`src/sv/assert_macros.svh`:
```
// ----------------------------------------------------------------------------
// Assertion macros
// Clocked concurrent assertion shorthands, sampled on clk, off during reset.
// ----------------------------------------------------------------------------
`ifndef ASSERT_MACROS_SVH
`define ASSERT_MACROS_SVH

// Expression holds at every edge.
`define ASSERT_ALWAYS(lbl, expr, msg) \
	lbl: assert property (@(posedge clk) disable iff (!arst_n) (expr)) else $error(msg);

// Consequent holds in the same cycle as the antecedent.
`define ASSERT_SAME(lbl, ante, cons, msg) \
	lbl: assert property (@(posedge clk) disable iff (!arst_n) (ante) |-> (cons)) \
		else $error(msg);

// Consequent holds in the cycle after the antecedent.
`define ASSERT_NEXT(lbl, ante, cons, msg) \
	lbl: assert property (@(posedge clk) disable iff (!arst_n) (ante) |=> (cons)) \
		else $error(msg);

`endif

```
`src/sv/lbp_pkg.sv`:
```
// ----------------------------------------------------------------------------
// lbp_pkg
// Shared sizes, codes and controller/datapath interface types of the pool.
// ----------------------------------------------------------------------------
package lbp_pkg;

	localparam int SLOTS      = 16;
	localparam int SLOT_W     = $clog2(SLOTS);
	localparam int CNT_W      = $clog2(SLOTS + 1);
	localparam int TREE_N     = 1 << SLOT_W;
	localparam int CAP_W      = 5;
	localparam int CMP_W      = (CNT_W > CAP_W) ? CNT_W : CAP_W;
	localparam int FILE_W     = 8;
	localparam int BLOCK_W    = 16;
	localparam int OUT_SLOT_W = 4;

	localparam logic [CAP_W-1:0] CAP_RESET = 5'd16;

	typedef enum logic [1:0] {
		CMD_ACCESS = 2'd0,
		CMD_PIN    = 2'd1,
		CMD_UNPIN  = 2'd2,
		CMD_CLEAR  = 2'd3
	} cmd_t;

	typedef enum logic [2:0] {
		RES_HIT      = 3'd0,
		RES_LOAD     = 3'd1,
		RES_EVICT    = 3'd2,
		RES_OVERLOAD = 3'd3,
		RES_NOT_RES  = 3'd4,
		RES_DONE     = 3'd5
	} res_t;

	typedef enum logic [1:0] {
		FSM_IDLE   = 2'd0,
		FSM_EVAL   = 2'd1,
		FSM_COMMIT = 2'd2
	} fsm_t;

	typedef struct packed {
		logic capture;  // load request registers
		logic eval;     // register lookup, free slot and victim search
		logic commit;   // update pool state and load result register
	} dp_ctl_t;

	typedef struct packed {
		logic out_free; // result register can take a new beat
	} dp_sts_t;

endpackage

```
`src/sv/lbp_ctrl.sv`:
```
// ----------------------------------------------------------------------------
// lbp_ctrl
// Sequencer: capture a request, evaluate it, commit it when the result
// register is free.
// ----------------------------------------------------------------------------
module lbp_ctrl import lbp_pkg::*; (
	input  logic    clk,
	input  logic    arst_n,
	input  logic    in_valid,
	output logic    in_ready,
	input  dp_sts_t sts,
	output dp_ctl_t ctl
);

	fsm_t state_q, state_d;

	always_ff @(posedge clk or negedge arst_n) begin
		if (!arst_n) begin
			state_q <= FSM_IDLE;
		end else begin
			state_q <= state_d;
		end
	end

	always_comb begin
		state_d     = state_q;
		in_ready    = 1'b0;
		ctl.capture = 1'b0;
		ctl.eval    = 1'b0;
		ctl.commit  = 1'b0;
		case (state_q)
			FSM_IDLE: begin
				in_ready = 1'b1;
				if (in_valid) begin
					ctl.capture = 1'b1;
					state_d     = FSM_EVAL;
				end
			end
			FSM_EVAL: begin
				ctl.eval = 1'b1;
				state_d  = FSM_COMMIT;
			end
			FSM_COMMIT: begin
				// hold until the previous result beat has left
				if (sts.out_free) begin
					ctl.commit = 1'b1;
					in_ready   = 1'b1;
					if (in_valid) begin
						ctl.capture = 1'b1;
						state_d     = FSM_EVAL;
					end else begin
						state_d = FSM_IDLE;
					end
				end
			end
			default: begin
				state_d = FSM_IDLE;
			end
		endcase
	end

endmodule

```
`src/sv/lbp_dpath.sv`:
```
// ----------------------------------------------------------------------------
// lbp_dpath
// Tag store, pin and recency state, lookup and victim search, result register.
// ----------------------------------------------------------------------------
module lbp_dpath import lbp_pkg::*; (
	input  logic                  clk,
	input  logic                  arst_n,
	input  dp_ctl_t               ctl,
	output dp_sts_t               sts,
	input  logic [1:0]            in_cmd,
	input  logic [FILE_W-1:0]     in_file,
	input  logic [BLOCK_W-1:0]    in_block,
	input  logic                  cfg_we,
	input  logic [CAP_W-1:0]      cfg_data,
	output logic                  out_valid,
	input  logic                  out_ready,
	output logic [2:0]            out_status,
	output logic [OUT_SLOT_W-1:0] out_slot,
	output logic                  out_ev,
	output logic [FILE_W-1:0]     out_ef,
	output logic [BLOCK_W-1:0]    out_eb
);

	// configuration
	logic [CAP_W-1:0] capacity_q;

	always_ff @(posedge clk or negedge arst_n) begin
		if (!arst_n) begin
			capacity_q <= CAP_RESET;
		end else if (cfg_we) begin
			capacity_q <= cfg_data;
		end
	end

	// request registers
	cmd_t               req_cmd_q;
	logic [FILE_W-1:0]  req_file_q;
	logic [BLOCK_W-1:0] req_block_q;

	always_ff @(posedge clk) begin
		if (ctl.capture) begin
			req_cmd_q   <= cmd_t'(in_cmd);
			req_file_q  <= in_file;
			req_block_q <= in_block;
		end
	end

	// pool state
	logic [SLOTS-1:0]   valid_q;
	logic [SLOTS-1:0]   pinned_q;
	logic [CNT_W-1:0]   used_q;
	logic [FILE_W-1:0]  tag_file_q  [SLOTS];
	logic [BLOCK_W-1:0] tag_block_q [SLOTS];
	logic [SLOT_W-1:0]  rank_q      [SLOTS];

	// lookup, free slot and room
	logic [SLOTS-1:0]  hit_vec;
	logic              hit_any;
	logic [SLOT_W-1:0] hit_idx;
	logic [SLOT_W-1:0] hit_rank;
	logic              free_any;
	logic [SLOT_W-1:0] free_idx;
	logic              room;

	always_comb begin
		hit_any  = 1'b0;
		hit_idx  = '0;
		hit_rank = '0;
		free_any = 1'b0;
		free_idx = '0;
		for (int i = 0; i < SLOTS; i++) begin
			hit_vec[i] = valid_q[i] && (tag_file_q[i] == req_file_q)
				&& (tag_block_q[i] == req_block_q);
			hit_any  = hit_any | hit_vec[i];
			hit_rank = hit_rank | (hit_vec[i] ? rank_q[i] : '0);
			free_any = free_any | ~valid_q[i];
		end
		for (int i = SLOTS - 1; i >= 0; i--) begin
			if (hit_vec[i]) begin
				hit_idx = SLOT_W'(i);
			end
			if (!valid_q[i]) begin
				free_idx = SLOT_W'(i);
			end
		end
	end

	always_comb begin
		if (capacity_q == '0) begin
			room = (used_q == '0);
		end else begin
			room = (CMP_W'(used_q) < CMP_W'(capacity_q))
				&& (used_q < CNT_W'(SLOTS));
		end
	end

	// victim search: least recent unpinned entry, as a pairwise tree
	logic              vt_ok  [SLOT_W+1][TREE_N];
	logic [SLOT_W-1:0] vt_idx [SLOT_W+1][TREE_N];
	logic [SLOT_W-1:0] vt_rk  [SLOT_W+1][TREE_N];

	always_comb begin
		for (int l = 0; l <= SLOT_W; l++) begin
			for (int n = 0; n < TREE_N; n++) begin
				vt_ok[l][n]  = 1'b0;
				vt_idx[l][n] = '0;
				vt_rk[l][n]  = '0;
			end
		end
		for (int i = 0; i < SLOTS; i++) begin
			vt_ok[0][i]  = valid_q[i] & ~pinned_q[i];
			vt_idx[0][i] = SLOT_W'(i);
			vt_rk[0][i]  = rank_q[i];
		end
		for (int l = 0; l < SLOT_W; l++) begin
			for (int n = 0; n < (TREE_N >> (l + 1)); n++) begin
				if (vt_ok[l][2*n+1] && (!vt_ok[l][2*n] || vt_rk[l][2*n+1] > vt_rk[l][2*n])) begin
					vt_ok[l+1][n]  = 1'b1;
					vt_idx[l+1][n] = vt_idx[l][2*n+1];
					vt_rk[l+1][n]  = vt_rk[l][2*n+1];
				end else begin
					vt_ok[l+1][n]  = vt_ok[l][2*n];
					vt_idx[l+1][n] = vt_idx[l][2*n];
					vt_rk[l+1][n]  = vt_rk[l][2*n];
				end
			end
		end
	end

	// evaluation registers
	logic [SLOTS-1:0]  hit_vec_s1;
	logic              hit_any_s1;
	logic [SLOT_W-1:0] hit_idx_s1;
	logic [SLOT_W-1:0] hit_rank_s1;
	logic              free_ok_s1;
	logic [SLOT_W-1:0] free_idx_s1;
	logic              vic_ok_s1;
	logic [SLOT_W-1:0] vic_idx_s1;
	logic [SLOT_W-1:0] vic_rank_s1;

	always_ff @(posedge clk) begin
		if (ctl.eval) begin
			hit_vec_s1  <= hit_vec;
			hit_any_s1  <= hit_any;
			hit_idx_s1  <= hit_idx;
			hit_rank_s1 <= hit_rank;
			free_ok_s1  <= room & free_any;
			free_idx_s1 <= free_idx;
			vic_ok_s1   <= vt_ok[SLOT_W][0];
			vic_idx_s1  <= vt_idx[SLOT_W][0];
			vic_rank_s1 <= vt_rk[SLOT_W][0];
		end
	end

	// commit decisions
	logic              do_clear, do_pin, do_unpin, do_touch, do_load, do_evict;
	logic [SLOT_W-1:0] ins_idx;
	res_t              res_status;
	logic [SLOT_W-1:0] res_slot;

	always_comb begin
		do_clear   = 1'b0;
		do_pin     = 1'b0;
		do_unpin   = 1'b0;
		do_touch   = 1'b0;
		do_load    = 1'b0;
		do_evict   = 1'b0;
		res_status = RES_DONE;
		res_slot   = '0;
		case (req_cmd_q)
			CMD_CLEAR: begin
				do_clear = 1'b1;
			end
			CMD_PIN, CMD_UNPIN: begin
				if (hit_any_s1) begin
					do_pin   = (req_cmd_q == CMD_PIN);
					do_unpin = (req_cmd_q == CMD_UNPIN);
					res_slot = hit_idx_s1;
				end else begin
					res_status = RES_NOT_RES;
				end
			end
			CMD_ACCESS: begin
				if (hit_any_s1) begin
					do_touch   = 1'b1;
					res_status = RES_HIT;
					res_slot   = hit_idx_s1;
				end else if (free_ok_s1) begin
					do_load    = 1'b1;
					res_status = RES_LOAD;
					res_slot   = free_idx_s1;
				end else if (vic_ok_s1) begin
					do_evict   = 1'b1;
					res_status = RES_EVICT;
					res_slot   = vic_idx_s1;
				end else begin
					res_status = RES_OVERLOAD;
				end
			end
			default: begin
				res_status = RES_DONE;
			end
		endcase
		ins_idx = do_load ? free_idx_s1 : vic_idx_s1;
	end

	always_ff @(posedge clk or negedge arst_n) begin
		if (!arst_n) begin
			valid_q  <= '0;
			pinned_q <= '0;
			used_q   <= '0;
		end else if (ctl.commit) begin
			if (do_clear) begin
				valid_q  <= '0;
				pinned_q <= '0;
				used_q   <= '0;
			end
			if (do_pin) begin
				pinned_q[hit_idx_s1] <= 1'b1;
			end
			if (do_unpin) begin
				pinned_q[hit_idx_s1] <= 1'b0;
			end
			if (do_load) begin
				valid_q[ins_idx]  <= 1'b1;
				pinned_q[ins_idx] <= 1'b0;
				used_q            <= used_q + CNT_W'(1);
			end
			if (do_evict) begin
				pinned_q[ins_idx] <= 1'b0;
			end
		end
	end

	always_ff @(posedge clk) begin
		if (ctl.commit) begin
			for (int i = 0; i < SLOTS; i++) begin
				if (valid_q[i]) begin
					if (do_touch) begin
						if (hit_vec_s1[i]) begin
							rank_q[i] <= '0;
						end else if (rank_q[i] < hit_rank_s1) begin
							rank_q[i] <= rank_q[i] + SLOT_W'(1);
						end
					end
					if (do_load) begin
						rank_q[i] <= rank_q[i] + SLOT_W'(1);
					end
					// victim leaves and re-enters: entries more recent than it age by one
					if (do_evict && rank_q[i] < vic_rank_s1) begin
						rank_q[i] <= rank_q[i] + SLOT_W'(1);
					end
				end
				if ((do_load || do_evict) && (SLOT_W'(i) == ins_idx)) begin
					rank_q[i]      <= '0;
					tag_file_q[i]  <= req_file_q;
					tag_block_q[i] <= req_block_q;
				end
			end
		end
	end

	// result register
	logic                  out_valid_q;
	res_t                  out_status_q;
	logic [OUT_SLOT_W-1:0] out_slot_q;
	logic                  out_ev_q;
	logic [FILE_W-1:0]     out_ef_q;
	logic [BLOCK_W-1:0]    out_eb_q;
	logic [SLOT_W+OUT_SLOT_W-1:0] slot_wide;

	assign slot_wide    = {{OUT_SLOT_W{1'b0}}, res_slot};
	assign sts.out_free = ~out_valid_q | out_ready;

	always_ff @(posedge clk or negedge arst_n) begin
		if (!arst_n) begin
			out_valid_q <= 1'b0;
		end else if (ctl.commit) begin
			out_valid_q <= 1'b1;
		end else if (out_ready) begin
			out_valid_q <= 1'b0;
		end
	end

	always_ff @(posedge clk) begin
		if (ctl.commit) begin
			out_status_q <= res_status;
			out_slot_q   <= slot_wide[OUT_SLOT_W-1:0];
			out_ev_q     <= do_evict;
			out_ef_q     <= do_evict ? tag_file_q[vic_idx_s1] : '0;
			out_eb_q     <= do_evict ? tag_block_q[vic_idx_s1] : '0;
		end
	end

	assign out_valid  = out_valid_q;
	assign out_status = out_status_q;
	assign out_slot   = out_slot_q;
	assign out_ev     = out_ev_q;
	assign out_ef     = out_ef_q;
	assign out_eb     = out_eb_q;

endmodule

```
`src/sv/lru_buffer_pool_with_pins.sv`:
```
// ----------------------------------------------------------------------------
// lru_buffer_pool_with_pins
// Fully associative LRU buffer pool directory with pin marks.
//
// Channel   Dir  Beat contents
// s_axis    in   tuser: cmd[1:0]; tdata: file_number, block_number
// m_axis    out  tuser: status[2:0]; tdata: slot, evicted_valid/file/block
// cfg       in   capacity[4:0], always ready
//
// Each request is captured, then evaluated (tag match, free slot and victim
// search tree registered), then committed (pool state updated and result
// register loaded). The next beat is taken in the commit cycle, not during
// evaluation. Reset empties the pool and sets capacity to 16 at once.
// A stalled result beat holds commit, and with it the input side.
// ----------------------------------------------------------------------------
module lru_buffer_pool_with_pins import lbp_pkg::*; (
	input  logic        clk,
	input  logic        arst_n,
	input  logic        s_axis_tvalid,
	output logic        s_axis_tready,
	input  logic [23:0] s_axis_tdata,   // file_number[7:0], block_number[23:8]
	input  logic [1:0]  s_axis_tuser,   // cmd[1:0]
	output logic        m_axis_tvalid,
	input  logic        m_axis_tready,
	output logic [31:0] m_axis_tdata,   // slot[3:0], evicted_valid[4],
	                                    // evicted_file[12:5], evicted_block[28:13]
	output logic [2:0]  m_axis_tuser,   // status[2:0]
	input  logic        cfg_valid,
	output logic        cfg_ready,
	input  logic [4:0]  cfg_data        // capacity[4:0]
);

	`include "assert_macros.svh"

	dp_ctl_t               ctl;
	dp_sts_t               sts;
	logic [OUT_SLOT_W-1:0] o_slot;
	logic                  o_ev;
	logic [FILE_W-1:0]     o_ef;
	logic [BLOCK_W-1:0]    o_eb;

	assign cfg_ready = 1'b1;

	lbp_ctrl u_ctrl (
		.clk      (clk),
		.arst_n   (arst_n),
		.in_valid (s_axis_tvalid),
		.in_ready (s_axis_tready),
		.sts      (sts),
		.ctl      (ctl)
	);

	lbp_dpath u_dpath (
		.clk        (clk),
		.arst_n     (arst_n),
		.ctl        (ctl),
		.sts        (sts),
		.in_cmd     (s_axis_tuser),
		.in_file    (s_axis_tdata[7:0]),
		.in_block   (s_axis_tdata[23:8]),
		.cfg_we     (cfg_valid & cfg_ready),
		.cfg_data   (cfg_data),
		.out_valid  (m_axis_tvalid),
		.out_ready  (m_axis_tready),
		.out_status (m_axis_tuser),
		.out_slot   (o_slot),
		.out_ev     (o_ev),
		.out_ef     (o_ef),
		.out_eb     (o_eb)
	);

	assign m_axis_tdata = {3'b000, o_eb, o_ef, o_ev, o_slot};

	`ASSERT_NEXT(a_one_in_flight, s_axis_tvalid && s_axis_tready, !s_axis_tready, "request accepted during evaluation")
	`ASSERT_NEXT(a_commit_shows, ctl.commit, m_axis_tvalid, "committed result not presented")
	`ASSERT_SAME(a_evict_flag, m_axis_tvalid, m_axis_tdata[4] == (m_axis_tuser == RES_EVICT), "eviction flag disagrees with status")
	`ASSERT_ALWAYS(a_commit_free, !ctl.commit || sts.out_free, "commit into occupied result register")

endmodule

```
`config.mk`:
```
export PLATFORM = sky130hd
export DESIGN_NAME = lru_buffer_pool_with_pins
export DESIGN_NICKNAME = d
export VERILOG_FILES = /design/src/sv/lbp_pkg.sv /design/src/sv/lbp_ctrl.sv /design/src/sv/lbp_dpath.sv /design/src/sv/lru_buffer_pool_with_pins.sv
export VERILOG_INCLUDE_DIRS = /design/src /design/src/sv
export SDC_FILE = /design/constraint.sdc
export NUM_CORES = 1
export LEC_CHECK = 0
export ABC_CLOCK_PERIOD_IN_PS = 6400
export BUFFER_PORTS_ARGS = -buffer_cell sky130_fd_sc_hd__buf_4
export CAP_MARGIN = 10
export CELL_PAD_IN_SITES_DETAIL_PLACEMENT = 0
export CELL_PAD_IN_SITES_GLOBAL_PLACEMENT = 1
export CORE_AREA = 2 2 314 316
export CTS_CLUSTER_SIZE = 40
export DETAILED_ROUTE_END_ITERATION = 6
export DIE_AREA = 0 0 316 318
export PLACE_DENSITY_LB_ADDON = 0.1
export SKIP_LAST_GASP = 1
export SLEW_MARGIN = 20
export SYNTH_ARGS = -nofsm -noshare
export SYNTH_HDL_FRONTEND = slang
export SYNTH_SLANG_ARGS = --single-unit
```
`constraint.sdc`:
```
create_clock -name clk -period 6.4 [get_ports clk]
set_input_delay 1.28 -clock clk [delete_from_list [all_inputs] [get_ports clk]]
set_output_delay 1.28 -clock clk [all_outputs]
set_load 0.01 [all_outputs]
```
==> reports/results.ini <==
[synthesis]
synth_edf_count=545
seq_area_frac_synth=0.518
yosysTopAreaCell=edfxtp_1
synthTopCellsByArea=edfxtp_1, mux4_2, ha_1, xor2_1, xnor2_1
synthArstFlopShare=0.0763
netlist_area_mm2=0.0338
synth-main-ff-cell=edfxtp_1
ys_ff_latch=590
synth.distinct_cells=71
syn-instance-count=2565
syn_area_per_cell_um2=13.2
synth_top_area_frac=0.485
yosysWarnings=0

[grt]
grt_max_degree=96
first_global_vias=23200
gr-total-overflow=0
grt_util_all_layers=0.243
grt_pass1_wl_um=174000
antenna_found_initial=6

[job]
cap_viol_max_count=0

[layout]
post-route-util=0.402
drive_gt1_frac=0.198
multi_input_area_mm2=0.0155
n_fill_cell=9207
post-route-cell-area_mm2=0.0392
fin_nets=2990
area_growth_pct=16.0
ff_latch_area_mm2=0.0175

[setup_path]
worstSetupEndpointType=register
crit_start=u_dpath.rank_q[1][20]
crit_fanout=6
r2r-end=u_dpath.vic_rank_s1[3]
crit_path_start_kind=register
worstReg2RegStart=u_dpath.rank_q[1][20]
crit_path_max_incr_delay_ns=0.44
cp_data_required_time_ns=6.78
cp_slowest_cell=edfxtp_1
reg2regPathDepth=33
crit_type=register to register
r2r_slack_ns=0.24
arrival_ns=6.54
critPathCapture=u_dpath.vic_rank_s1[3]
cp_common_cell=o21a_1

[drt]
dr.pass1.iters=5
vias=22700
drt-wirelength-per-cell_um=29.9
drt-total-wl_um=123000
drc=0
via_per_inst=5.52
first_iter_violations=1744
drtAntennaViolNets=0

[power]
p_total_mw=9.88
switching_share=0.272
p_int_mw=7.19
sequentialPowerShare=0.454
pwr-share-comb=0.129
ir_worst_vdd_mv=0.191
p_clk_frac=0.417
power.switching_mw=2.68
p_leak_nw=13.9
powerDensity_mw_per_mm2=252

[hold_path]
holdPathStages=2
hp-class=register to register

[sta]
final.setup.tns_ns=0
post-route-min-period_ns=6.16
fmax_mhz=162
period_share=0.962
drv_slew=0
tightest_slew_ns=1.14
fin_skew_ns=0.0258
relSlewSlack=0.232
setup_viol_count_final=0
holdWs_ns=0.503
finalHoldViolCount=0

[floorplanning]
core-area_mm2=0.0974
start_util=0.347
die-area_mm2=0.100
die_w_um=316
io_pins=74
die_h_um=318
placementRows=115

[clock_tree]
holdBufCountCts=0
cts_tree=yes
clkTransAtPathRegs_ns=0.06
numCtsBuffers=73
cts_root_buffer=clkbuf_16
htree_levels=3
clock_latency_ns=0.66
cts_sinks=590
clockBufferDepth=3

[outcome]
run_status=completed

[place]
post-dp-hpwl_um=88100
routabilityCongestion=0.878
port-buffer-count=69
placed_area_mm2=0.0365

==> power groups by stage <==
stage	clock network, mW	logic [mW]	registers (mW)
final	4.12	1.27	4.48
after global routing	4.35	1.37	4.50
after CTS	4.21	1.26	4.48
after detailed placement	0	1.25	4.56
after global placement	0	1.25	4.56
after floorplan	0	0.777	4.51
==> cell type report <==
class / instances / area share
sequential: 590 / 0.447
clock inverter: 43 / 0.00952
antenna: 3 / 0.000192
inverter: 99 / 0.00949
tap: 1287 / 0.0411
multi-input combinational: 1757 / 0.395
clock buffer: 89 / 0.0495
timing repair buffer: 250 / 0.0490
==> cell usage after synthesis (34+ instances only) <==
| cell type | instances |
|---|---|
| a21oi_1 | 38 |
| a22o_1 | 36 |
| and2_1 | 34 |
| clkbuf_1 | 52 |
| dfrtp_1 | 44 |
| edfxtp_1 | 545 |
| ha_1 | 183 |
| inv_1 | 97 |
| mux2i_1 | 57 |
| mux4_2 | 120 |
| nand2_1 | 97 |
| nand2b_1 | 52 |
| nand3_1 | 65 |
| nand4_1 | 59 |
| nor2_1 | 124 |
| nor2b_1 | 34 |
| nor3_1 | 37 |
| nor4_1 | 55 |
| o21ai_0 | 76 |
| xnor2_1 | 183 |
| xor2_1 | 233 |
==> per-layer routing <==
layer | up-vias | share of wire | GRT usage | routed length (µm)
met1 | 11800 | 0.42 | 0.312 | 52100
met4 | 6 | 0.040 | 0.0947 | 4910
met3 | 223 | 0.038 | 0.0308 | 4750
li1 | 10100 | - | - | -
met2 | 605 | 0.50 | 0.416 | 61500
met5 | - | 0.00033 | 0 | 41
==> how the worst min path moves through the flow <==
stage | startpoint | end
2_1_floorplan | u_dpath.pinned_q[6] | u_dpath.pinned_q[6]
3_3_place_gp | u_dpath.pinned_q[6] | u_dpath.pinned_q[6]
3_5_place_dp | u_dpath.pinned_q[7] | u_dpath.pinned_q[7]
4_1_cts | u_dpath.pinned_q[7] | u_dpath.pinned_q[7]
5_1_grt | u_dpath.pinned_q[4] | u_dpath.pinned_q[4]
6_report | u_dpath.pinned_q[1] | u_dpath.pinned_q[1]
==> cell families (layout without fill, tap and decap cells) <==
| family | Yosys count | in the layout | synth area share |
|---|---|---|---|
| XOR/XNOR | 416 | 416 | 0.108 |
| other | 2 | 7 | 0.000222 |
| multiplexers | 179 | 179 | 0.0976 |
| adder cells (fa/ha/maj) | 183 | 183 | 0.0678 |
| AND/OR/NAND/NOR | 616 | 616 | 0.0993 |
| flip-flops | 590 | 590 | 0.518 |
| buffers and inverters | 220 | 481 | 0.0328 |
| AO/OA/AOI/OAI | 359 | 359 | 0.0764 |
==> registers in the layout, summed over array words and instances (netlist names), 5 cells and up <==
signal / cells
u_dpath.capacity_q: 5
u_dpath.tag_file_q: 128
u_dpath.tag_block_q: 256
u_dpath.req_block_q: 16
u_dpath.out_ef: 8
u_dpath.req_file_q: 8
u_dpath.hit_vec_s1: 16
u_dpath.valid_q: 16
u_dpath.rank_q: 64
u_dpath.used_q: 5
u_dpath.pinned_q: 16
u_dpath.out_eb: 16
==> stage by stage <==
step / instances / worst slack [ns]
2_1_floorplan: 2567 / 0.164
3_3_place_gp: 3970 / 0.0238
3_5_place_dp: 3970 / -0.105
4_1_cts: 4102 / 0.000143
5_1_grt: 4115 / -0.0253
6_report: 4118 / 0.241
==> worst max-delay path: cells and delay by family, from the launching register on <==
kind	cells	cell delay [ns]
AOI/OAI and AO/OA	16	2.68
adders and majority gates	4	1.05
and+or+nand+nor	7	0.73
buffers and inverters	4	0.62
DFF	1	0.44
muxes	2	0.38
==> cell usage in the layout (no fill, tap or decap), types with 33 or more instances in the layout <==
cell type	netlist	routed
nand4_1	59	59
xnor2_1	183	183
xor2_1	233	233
mux4_2	120	120
nor2b_1	34	33
mux2i_1	57	43
ha_1	183	181
nand3_1	65	65
nand2_1	97	97
inv_1	97	95
nor2_1	124	113
o21ai_0	76	70
clkbuf_16	0	75
dfrtp_1	44	44
edfxtp_1	545	545
nor4_1	55	54
a21oi_1	38	35
nand2b_1	52	51
a22o_1	36	36
buf_4	19	243
==> what timing repair did <==
item | 4_1_cts | 5_1_grt
setup buffers | 0 | 13
resized for setup | 3 | 49
setup endpoints to repair | 7 | 8
pin swaps | 2 | 14
cloned | 0 | 0
(Power assumes the default switching activity.)
